### src/hdl/spi3w_pkg.sv
// ----------------------------------------------------------------------------
// spi3w_pkg
// Shared types and constants of the three-wire SPI register master.
// ----------------------------------------------------------------------------
`default_nettype none

package spi3w_pkg;

  // Widths of the stream payloads; the tdata widths are padded to whole bytes.
  localparam int unsigned InTdataWidth  = 24;
  localparam int unsigned InTuserWidth  = 2;
  localparam int unsigned OutTdataWidth = 16;

  // Serial byte format.
  localparam int unsigned ByteBits  = 8;
  localparam int unsigned BitsWidth = 4;

  // Command byte flags.
  localparam int unsigned AutoIncBit = 6;
  localparam int unsigned MsbBit     = 7;

  // Bit timing register.
  localparam logic [7:0] HalfPeriodReset = 8'd10;

  // Request kinds carried in tuser.
  typedef enum logic [1:0] {
    OpWrite    = 2'd0,
    OpRead     = 2'd1,
    OpReadNext = 2'd2,
    OpEnd      = 2'd3
  } op_e;

  // Transfer sequencer, one-hot.
  typedef enum logic [5:0] {
    StIdle  = 6'b000001,
    StCmdW  = 6'b000010,
    StWData = 6'b000100,
    StCmdR  = 6'b001000,
    StRData = 6'b010000,
    StHeld  = 6'b100000
  } stage_e;

endpackage

`default_nettype wire

### src/hdl/three_wire_spi_register_master.sv
// ----------------------------------------------------------------------------
// three_wire_spi_register_master
// Register master for a three-wire SPI device (clock mode 3, MSB first).
// ----------------------------------------------------------------------------
// Usage:
//   Each transaction on the s_axis channel is one tick of the bit timing
//   generator. tuser carries the request kind (write, read, read next, end
//   burst); tdata carries the request flag, the command and write bytes and
//   the sampled level of the shared data pin. Each input transaction yields
//   exactly one m_axis transaction holding the pin levels and status after
//   that tick, plus the received byte on the tick a read completes.
//   A valid output appears in the cycle after input acceptance; one item is
//   accepted every cycle unless the output stalls, as each tick update is one
//   combinational pass from the state registers into the output register.
//   A single output register separates the two sides: while it holds an
//   untaken result and m_axis_tready is low, s_axis_tready drops and the tick
//   state stays frozen.
//   Reset releases select and the pin, idles the clock high and loads the
//   half period register with ten ticks. The cfg channel is always ready; a
//   write applies from the next accepted tick, so a change during a transfer
//   takes effect at the next phase check.
// ----------------------------------------------------------------------------
`default_nettype none

module three_wire_spi_register_master #(
  parameter logic [7:0] HalfPeriodInit = spi3w_pkg::HalfPeriodReset
) (
  input  wire logic                                clk_i,
  input  wire logic                                rst_ni,
  // Bit timing register write.
  input  wire logic                                cfg_valid_i,
  output      logic                                cfg_ready_o,
  input  wire logic [7:0]                          cfg_data_i,
  // Tick input.
  input  wire logic                                s_axis_tvalid,
  output      logic                                s_axis_tready,
  // [0] request_valid, [8:1] command_byte, [16:9] write_byte,
  // [17] data_pin_in, [23:18] zero
  input  wire logic [spi3w_pkg::InTdataWidth-1:0]  s_axis_tdata,
  // [1:0] op
  input  wire logic [spi3w_pkg::InTuserWidth-1:0]  s_axis_tuser,
  // Tick result.
  output      logic                                m_axis_tvalid,
  input  wire logic                                m_axis_tready,
  // [0] serial_clock, [1] data_pin_out, [2] data_pin_drive, [3] select_active,
  // [4] busy_res, [12:5] read_byte, [13] read_valid, [15:14] zero
  output      logic [spi3w_pkg::OutTdataWidth-1:0] m_axis_tdata
);

  // Unpacked input fields.
  logic                 req;
  spi3w_pkg::op_e       op;
  logic [7:0]           cmd;
  logic [7:0]           wbyte;
  logic                 pin;
  logic                 in_fire;

  assign req     = s_axis_tdata[0];
  assign cmd     = s_axis_tdata[8:1];
  assign wbyte   = s_axis_tdata[16:9];
  assign pin     = s_axis_tdata[17];
  assign op      = spi3w_pkg::op_e'(s_axis_tuser);
  assign in_fire = s_axis_tvalid && s_axis_tready;

  // Tick state.
  logic [7:0]                    half_q;
  logic [7:0]                    tick_q, tick_d;
  logic                          phase_q, phase_d;
  logic [spi3w_pkg::BitsWidth-1:0] bits_q, bits_d;
  logic [7:0]                    tx_q, tx_d;
  logic [7:0]                    rx_q, rx_d;
  logic [7:0]                    pend_q, pend_d;
  spi3w_pkg::stage_e             stage_q, stage_d;
  logic                          keep_q, keep_d;
  logic                          sel_q, sel_d;
  logic                          drv_q, drv_d;
  logic                          done;

  // Output register.
  logic                                out_valid_q;
  logic [spi3w_pkg::OutTdataWidth-1:0] out_data_q, out_data_d;

  logic       busy;
  logic       busy_next;
  logic [7:0] half_eff;
  logic [8:0] tick_inc;

  assign cfg_ready_o   = 1'b1;
  assign s_axis_tready = !out_valid_q || m_axis_tready;
  assign m_axis_tvalid = out_valid_q;
  assign m_axis_tdata  = out_data_q;

  assign busy      = (stage_q != spi3w_pkg::StIdle) && (stage_q != spi3w_pkg::StHeld);
  assign busy_next = (stage_d != spi3w_pkg::StIdle) && (stage_d != spi3w_pkg::StHeld);
  assign half_eff  = (half_q == 8'd0) ? 8'd1 : half_q;
  assign tick_inc  = {1'b0, tick_q} + 9'd1;

  // One tick of the sequencer.
  always_comb begin
    tick_d  = tick_q;
    phase_d = phase_q;
    bits_d  = bits_q;
    tx_d    = tx_q;
    rx_d    = rx_q;
    pend_d  = pend_q;
    stage_d = stage_q;
    keep_d  = keep_q;
    sel_d   = sel_q;
    drv_d   = drv_q;
    done    = 1'b0;
    if (busy) begin
      if (tick_inc < {1'b0, half_eff}) begin
        tick_d = tick_inc[7:0];
      end else begin
        tick_d = 8'd0;
        if (!phase_q) begin
          // Sample the pin just before the rising clock edge.
          if (stage_q == spi3w_pkg::StRData) begin
            rx_d = {rx_q[6:0], pin};
          end
          phase_d = 1'b1;
        end else begin
          bits_d = bits_q - spi3w_pkg::BitsWidth'(1);
          tx_d   = {tx_q[6:0], 1'b0};
          if (bits_d != '0) begin
            phase_d = 1'b0;
          end else begin
            // End of a byte: move on to the next part of the sequence.
            unique case (stage_q)
              spi3w_pkg::StCmdW: begin
                tx_d    = pend_q;
                stage_d = spi3w_pkg::StWData;
                bits_d  = spi3w_pkg::BitsWidth'(spi3w_pkg::ByteBits);
                phase_d = 1'b0;
              end
              spi3w_pkg::StCmdR: begin
                drv_d   = 1'b0;
                stage_d = spi3w_pkg::StRData;
                bits_d  = spi3w_pkg::BitsWidth'(spi3w_pkg::ByteBits);
                phase_d = 1'b0;
              end
              spi3w_pkg::StWData: begin
                sel_d   = 1'b0;
                drv_d   = 1'b0;
                stage_d = spi3w_pkg::StIdle;
              end
              spi3w_pkg::StRData: begin
                done = 1'b1;
                if (keep_q) begin
                  stage_d = spi3w_pkg::StHeld;
                end else begin
                  sel_d   = 1'b0;
                  stage_d = spi3w_pkg::StIdle;
                end
              end
              default: begin
                stage_d = spi3w_pkg::StIdle;
              end
            endcase
          end
        end
      end
    end else if (req) begin
      unique case (op) inside
        spi3w_pkg::OpWrite, spi3w_pkg::OpRead: begin
          tx_d    = cmd;
          sel_d   = 1'b1;
          drv_d   = 1'b1;
          bits_d  = spi3w_pkg::BitsWidth'(spi3w_pkg::ByteBits);
          phase_d = 1'b0;
          tick_d  = 8'd0;
          if (op == spi3w_pkg::OpWrite) begin
            pend_d  = wbyte;
            keep_d  = 1'b0;
            stage_d = spi3w_pkg::StCmdW;
          end else begin
            keep_d  = cmd[spi3w_pkg::AutoIncBit];
            stage_d = spi3w_pkg::StCmdR;
          end
        end
        spi3w_pkg::OpReadNext: begin
          if (stage_q == spi3w_pkg::StHeld) begin
            drv_d   = 1'b0;
            keep_d  = 1'b1;
            stage_d = spi3w_pkg::StRData;
            bits_d  = spi3w_pkg::BitsWidth'(spi3w_pkg::ByteBits);
            phase_d = 1'b0;
            tick_d  = 8'd0;
          end
        end
        default: begin
          sel_d   = 1'b0;
          drv_d   = 1'b0;
          keep_d  = 1'b0;
          stage_d = spi3w_pkg::StIdle;
        end
      endcase
    end
  end

  // Result word for this tick.
  always_comb begin
    out_data_d        = '0;
    out_data_d[0]     = phase_d;
    out_data_d[1]     = drv_d && tx_d[spi3w_pkg::MsbBit];
    out_data_d[2]     = drv_d;
    out_data_d[3]     = sel_d;
    out_data_d[4]     = busy_next;
    out_data_d[12:5]  = done ? rx_d : 8'd0;
    out_data_d[13]    = done;
  end

  // Bit timing register.
  always_ff @(posedge clk_i or negedge rst_ni) begin
    if (!rst_ni) begin
      half_q <= HalfPeriodInit;
    end else if (cfg_valid_i && cfg_ready_o) begin
      half_q <= cfg_data_i;
    end
  end

  // Sequencer state, advanced once per accepted tick.
  always_ff @(posedge clk_i or negedge rst_ni) begin
    if (!rst_ni) begin
      tick_q  <= 8'd0;
      phase_q <= 1'b1;
      bits_q  <= '0;
      tx_q    <= 8'd0;
      rx_q    <= 8'd0;
      pend_q  <= 8'd0;
      stage_q <= spi3w_pkg::StIdle;
      keep_q  <= 1'b0;
      sel_q   <= 1'b0;
      drv_q   <= 1'b0;
    end else if (in_fire) begin
      tick_q  <= tick_d;
      phase_q <= phase_d;
      bits_q  <= bits_d;
      tx_q    <= tx_d;
      rx_q    <= rx_d;
      pend_q  <= pend_d;
      stage_q <= stage_d;
      keep_q  <= keep_d;
      sel_q   <= sel_d;
      drv_q   <= drv_d;
    end
  end

  // Output register valid flag.
  always_ff @(posedge clk_i or negedge rst_ni) begin
    if (!rst_ni) begin
      out_valid_q <= 1'b0;
    end else if (in_fire) begin
      out_valid_q <= 1'b1;
    end else if (m_axis_tready) begin
      out_valid_q <= 1'b0;
    end
  end

  // Output register payload.
  always_ff @(posedge clk_i) begin
    if (in_fire) begin
      out_data_q <= out_data_d;
    end
  end

  // The master only drives the pin while the device is selected.
  assert property (@(posedge clk_i) disable iff (!rst_ni) drv_q |-> sel_q)
    else $error("data pin driven without select");

  // A shifting transfer always holds select.
  assert property (@(posedge clk_i) disable iff (!rst_ni) busy |-> sel_q)
    else $error("transfer in progress without select");

  // The bit counter never exceeds one byte and is nonzero while shifting.
  assert property (@(posedge clk_i) disable iff (!rst_ni)
    busy |-> (bits_q != '0) && (bits_q <= spi3w_pkg::BitsWidth'(spi3w_pkg::ByteBits)))
    else $error("bit counter out of range");

  // State only moves on an accepted tick.
  assert property (@(posedge clk_i) disable iff (!rst_ni)
    !in_fire |=> $stable(stage_q) && $stable(tick_q))
    else $error("sequencer advanced without an input tick");

endmodule

`default_nettype wire

### config.mk
export PLATFORM = sky130hd
export DESIGN_NAME = three_wire_spi_register_master
export DESIGN_NICKNAME = d
export VERILOG_FILES = /design/src/hdl/spi3w_pkg.sv /design/src/hdl/three_wire_spi_register_master.sv
export SDC_FILE = /design/constraint.sdc
export NUM_CORES = 1
export LEC_CHECK = 0
export BUFFER_PORTS_ARGS = -buffer_cell sky130_fd_sc_hd__clkbuf_2
export CORE_UTILIZATION = 57
export DETAILED_ROUTE_END_ITERATION = 12
export HOLD_SLACK_MARGIN = 0.12
export PLACE_DENSITY = 0.86
export SETUP_SLACK_MARGIN = 0.1
export SYNTH_ARGS = -nofsm -noshare
export SYNTH_HDL_FRONTEND = slang
export SYNTH_SLANG_ARGS = --single-unit
### constraint.sdc
create_clock -name clk_i -period 3.35 [get_ports clk_i]
set_input_delay 0.5025 -clock clk_i [delete_from_list [all_inputs] [get_ports clk_i]]
set_output_delay 0.5025 -clock clk_i [all_outputs]
set_load 0.02 [all_outputs]
==> out/summary.md <==
* first-pass GRT wire length: 13,710 um
* final instance area: 4348 sq um
* die area: 7033 sq um
* final-stage net count: 466
* Data arrival, critical path: 3320 ps
* unrepaired setup endpoints after global routing: no
* startpoint types: register
* Sinks on Clock Net: 69
* worst path required time: 3590 ps
* weighted congestion at the end of routability-driven global placement: 0.9254
* Async S/R FF share, synth: 79.71%
* ordered cell list for the critical path: ha_2 -> xor2_1 -> ha_1 -> a211oi_1 -> nor2_1 -> o31ai_4 -> nand2_4 -> nand3b_4 -> or2_1 -> buf_4 -> mux2_4
* post-synthesis share of cell area spent on full adders, half adders and majority gates: 3.275%
* number of max-capacitance violations reported: 0
* final critical-path share of the clock period: 91.98%
* final WL: 8146 um
* peak supply drop: 339.4 uV
* cell accounting for the most synthesized area: sky130_fd_sc_hd__dfrtp_1
* Die X: 83.87 um
* DRC errors left: 6
* number of warnings reported in the yosys synthesis log: 0
* routed via count: 2,971
* crit-path max cell delay: 450 ps
* DIE HEIGHT: 83.87 um
* worst slew pin tran: 527.0 ps
* hold slack: 344.8 ps
* wire per inst: 16.32 um
* number of enable flip-flop cells after synthesis: 14
* count of state elements after synthesis: 69
* TritonCTS clock tree: done
* Starting Density: 59.48%
* relative slew slack: 64.86%
* buffering stage count on the worst path with inverters included: 1
* violated checks: design-rule violations
* area fraction in and, or, nand and nor cells after synthesis: 16.18%
* post-detail-place hpwl: 5743 um
* final cell count without fillers: 499
* via density per instance: 5.954
* master of the slowest instance on the critical path: sky130_fd_sc_hd__dfrtp_2
* antenna violations before repair: 0
* time the worst path needs with I/O delays and setup: 3081 ps
* Largest delay share family, worst path: compound AO/OA/AOI/OAI gates
* gate count of the mapped netlist: 365
* core occupancy in the finished layout: 67.70%
* Ant. Diodes: 0
* total power divided by cell area: 620.0 nW/um^2
* number of rows created at floorplan: 29
* mapped cell area: 3820 sq um
* CTS max path bufs: 2
* Port Buf Inserts: 48
* sequential element share of the synthesized area: 47.17%
* reported leakage power: 2.009 nW
* Core Area: 6422 sq um
* number of hold violations in the final report: 0
* final count of negative-setup-slack endpoints: 0
* number of distinct library cell variants in the gate-level netlist after synthesis: 64
* clock transition at the registers of the reported paths: 70 ps
* setup TNS after final layout: 0 ps
* worst skew pair latency: 360 ps
* area growth from synthesis to final layout: 13.82%
* Post-Synth XOR/XNOR Area: 2.064%
* share of the synthesized area in the top cell type: 33.41%
* most common flop cell mapped by yosys: sky130_fd_sc_hd__dfrtp_1
* count of boundary I/O pins: 58
* outcome: finished with violations
* upper clock frequency limit: 324.5 MHz
* share of cell area taken by muxes after synthesis: 10.51%
* Overflow after GRT: 0
* number of global-route vias before repair: 3,012
* drt first pass iters: 8
* category of the worst setup path capture point: register
* count of pins over their slew limit: 0
* CTS HTree Levels: 3
* total cell area at the placement stage: 4125 sq um
* global routing usage summed across all routing layers: 25.13%
* fraction of final layout cells sized beyond drive strength 1: 27.73%
* path type of the worst min-delay path: in2reg
* Max Fanout on Critical Path: 9
* maximum number of pins on one net before global-route repair: 37
* Clock Tree Root: sky130_fd_sc_hd__clkbuf_8
* post-placement cell count: 482
* main area contributors after synthesis: sky130_fd_sc_hd__dfrtp_1 33%, sky130_fd_sc_hd__edfxtp_1 11%, sky130_fd_sc_hd__mux2i_1 4.7%
* kind of critical path: reg2reg
* Synth Area in Compound Gates: 15.95%
* cts bufs inserted: 9
* Post-Route Skew: 10.58 ps
* number of violations reported at the end of detailed-routing iteration 0: 178
* syn_area_per_cell: 10.47 sq um
* dominant combinational cell family by area after synthesis: simple AND/OR/NAND/NOR gates
* number of nets with antenna violations after detailed routing: 0
[where the power goes]
group / internal, mW / leakage [nW] / switching, mW
Clock: 0.355 / 0.104 / 0.332
Sequential: 1.04 / 0.817 / 0.191
Combinational: 0.359 / 1.09 / 0.415
Total: 1.76 / 2.01 / 0.938
[synthesized netlist by cell type (all sizes together), types with 9 or more instances]
library cell,number
nand2,40
edfxtp,14
mux2,17
buf,10
dfrtp,51
o21ai,39
a22o,10
inv,18
nand3,9
nor2,19
a21oi,11
clkbuf,9
mux2i,18
ha,10
[metal layers]
metal,up-vias,share of wire [%],track usage (%)
li1,1414,-,-
met1,1420,42,30.32
met2,115,50,43.37
met3,22,6.0,5.935
met4,0,1.9,10.03
met5,-,0,0
[worst register-to-register path: stages, from the launching register on]
cell and delay (ps):
sky130_fd_sc_hd__dfrtp_2 450, sky130_fd_sc_hd__ha_2 240, sky130_fd_sc_hd__xor2_1 150, sky130_fd_sc_hd__ha_1 320, sky130_fd_sc_hd__a211oi_1 240, sky130_fd_sc_hd__nor2_1 130
sky130_fd_sc_hd__o31ai_4 410, sky130_fd_sc_hd__nand2_4 160, sky130_fd_sc_hd__nand3b_4 220, sky130_fd_sc_hd__or2_1 130, sky130_fd_sc_hd__buf_4 190, sky130_fd_sc_hd__mux2_4 320
[flip-flops by register name (all words and copies together), names as in the netlist]
register	count
m_axis_tdata	14
half_q	8
pend_q	8
rx_q	8
tick_q	8
tx_q	8
stage_q	6
bits_q	4
drv_q	1
keep_q	1
m_axis_tvalid	1
phase_q	1
sel_q	1
[through the flow]
stage,power (mW),setup WS (ps)
after floorplan,1.806,557.8
after global placement,1.954,337.5
after detailed placement,1.999,231.1
after CTS,2.688,201.9
after global routing,2.841,123.1
final,2.696,268.7
[final cells by class]
| type | instances | area [sq um] |
|---|---|---|
| timing repair buffer | 59 | 325.3 |
| sequential | 69 | 1803 |
| multi-input combinational | 260 | 1852 |
| clock inverter | 4 | 27.53 |
| fill | 501 | 2074 |
| inverter | 18 | 67.56 |
| clock buffer | 12 | 176.4 |
| tap | 77 | 96.34 |
[cell families (layout without fill, tap and decap cells)]
family / count (synthesis) / count (layout)
AND/OR/NAND/NOR: 112 / 112
AO/OA/AOI/OAI: 91 / 91
flip-flops: 69 / 69
buffers and inverters: 37 / 93
multiplexers: 35 / 35
adder cells (fa/ha/maj): 10 / 10
XOR/XNOR: 9 / 9
other: 2 / 3
[worst paths after layout]
| path | from | slack [ps] | cells past startpoint | to |
|---|---|---|---|---|
| max | tick_q[0]$_DFFE_PN0P_ | 270 | 11 | rx_q[5]$_DFFE_PN0P_ |
| min | cfg_data_i[6] | 340 | 3 | half_q[6]$_DFFE_PN0P_ |
| max reg2reg | tick_q[0]$_DFFE_PN0P_ | 270 | 11 | rx_q[5]$_DFFE_PN0P_ |
| min reg2reg | sel_q$_DFFE_PN0P_ | 510 | 2 | sel_q$_DFFE_PN0P_ |
| max in group asynchronous | rst_ni | 1840 | 3 | stage_q[0]$_DFFE_PN1P_ |
| min in group asynchronous | rst_ni | 630 | 2 | pend_q[0]$_DFFE_PN0P_ |
[cell usage in the layout (no fill, tap or decap), types with 3 or more instances in the layout]
cell type	synthesis	routed
sky130_fd_sc_hd__nand3_1	8	8
sky130_fd_sc_hd__nor2b_1	3	3
sky130_fd_sc_hd__mux2_2	9	9
sky130_fd_sc_hd__a31oi_1	7	7
sky130_fd_sc_hd__edfxtp_1	14	14
sky130_fd_sc_hd__and3_2	3	3
sky130_fd_sc_hd__nor2_1	17	17
sky130_fd_sc_hd__o31ai_1	3	3
sky130_fd_sc_hd__buf_4	3	10
sky130_fd_sc_hd__dfrtp_1	51	50
sky130_fd_sc_hd__nor4_1	4	4
sky130_fd_sc_hd__nand4_1	3	3
sky130_fd_sc_hd__o21ai_0	36	36
sky130_fd_sc_hd__nand2_1	38	38
sky130_fd_sc_hd__clkbuf_2	0	48
sky130_fd_sc_hd__a21oi_1	10	10
sky130_fd_sc_hd__nor3_1	6	6
sky130_fd_sc_hd__dfstp_2	4	4
sky130_fd_sc_hd__and3_1	3	3
sky130_fd_sc_hd__ha_1	10	9
sky130_fd_sc_hd__conb_1	2	3
sky130_fd_sc_hd__a22o_1	10	10
sky130_fd_sc_hd__or3_1	3	3
sky130_fd_sc_hd__inv_1	18	18
sky130_fd_sc_hd__nand2b_1	4	4
sky130_fd_sc_hd__clkbuf_8	0	11
sky130_fd_sc_hd__mux2_4	8	8
sky130_fd_sc_hd__xnor2_1	7	7
sky130_fd_sc_hd__mux2i_1	18	18
sky130_fd_sc_hd__o22ai_1	4	4
sky130_fd_sc_hd__a21o_1	3	3
[timing repair]
action	CTS	global route
buffers inserted	0	0
endpoints found under the hold margin	18	0
endpoints found under the setup margin	0	9
resized for setup	0	3
hold buffers	1	0
Power figures use the tool's default switching activity.
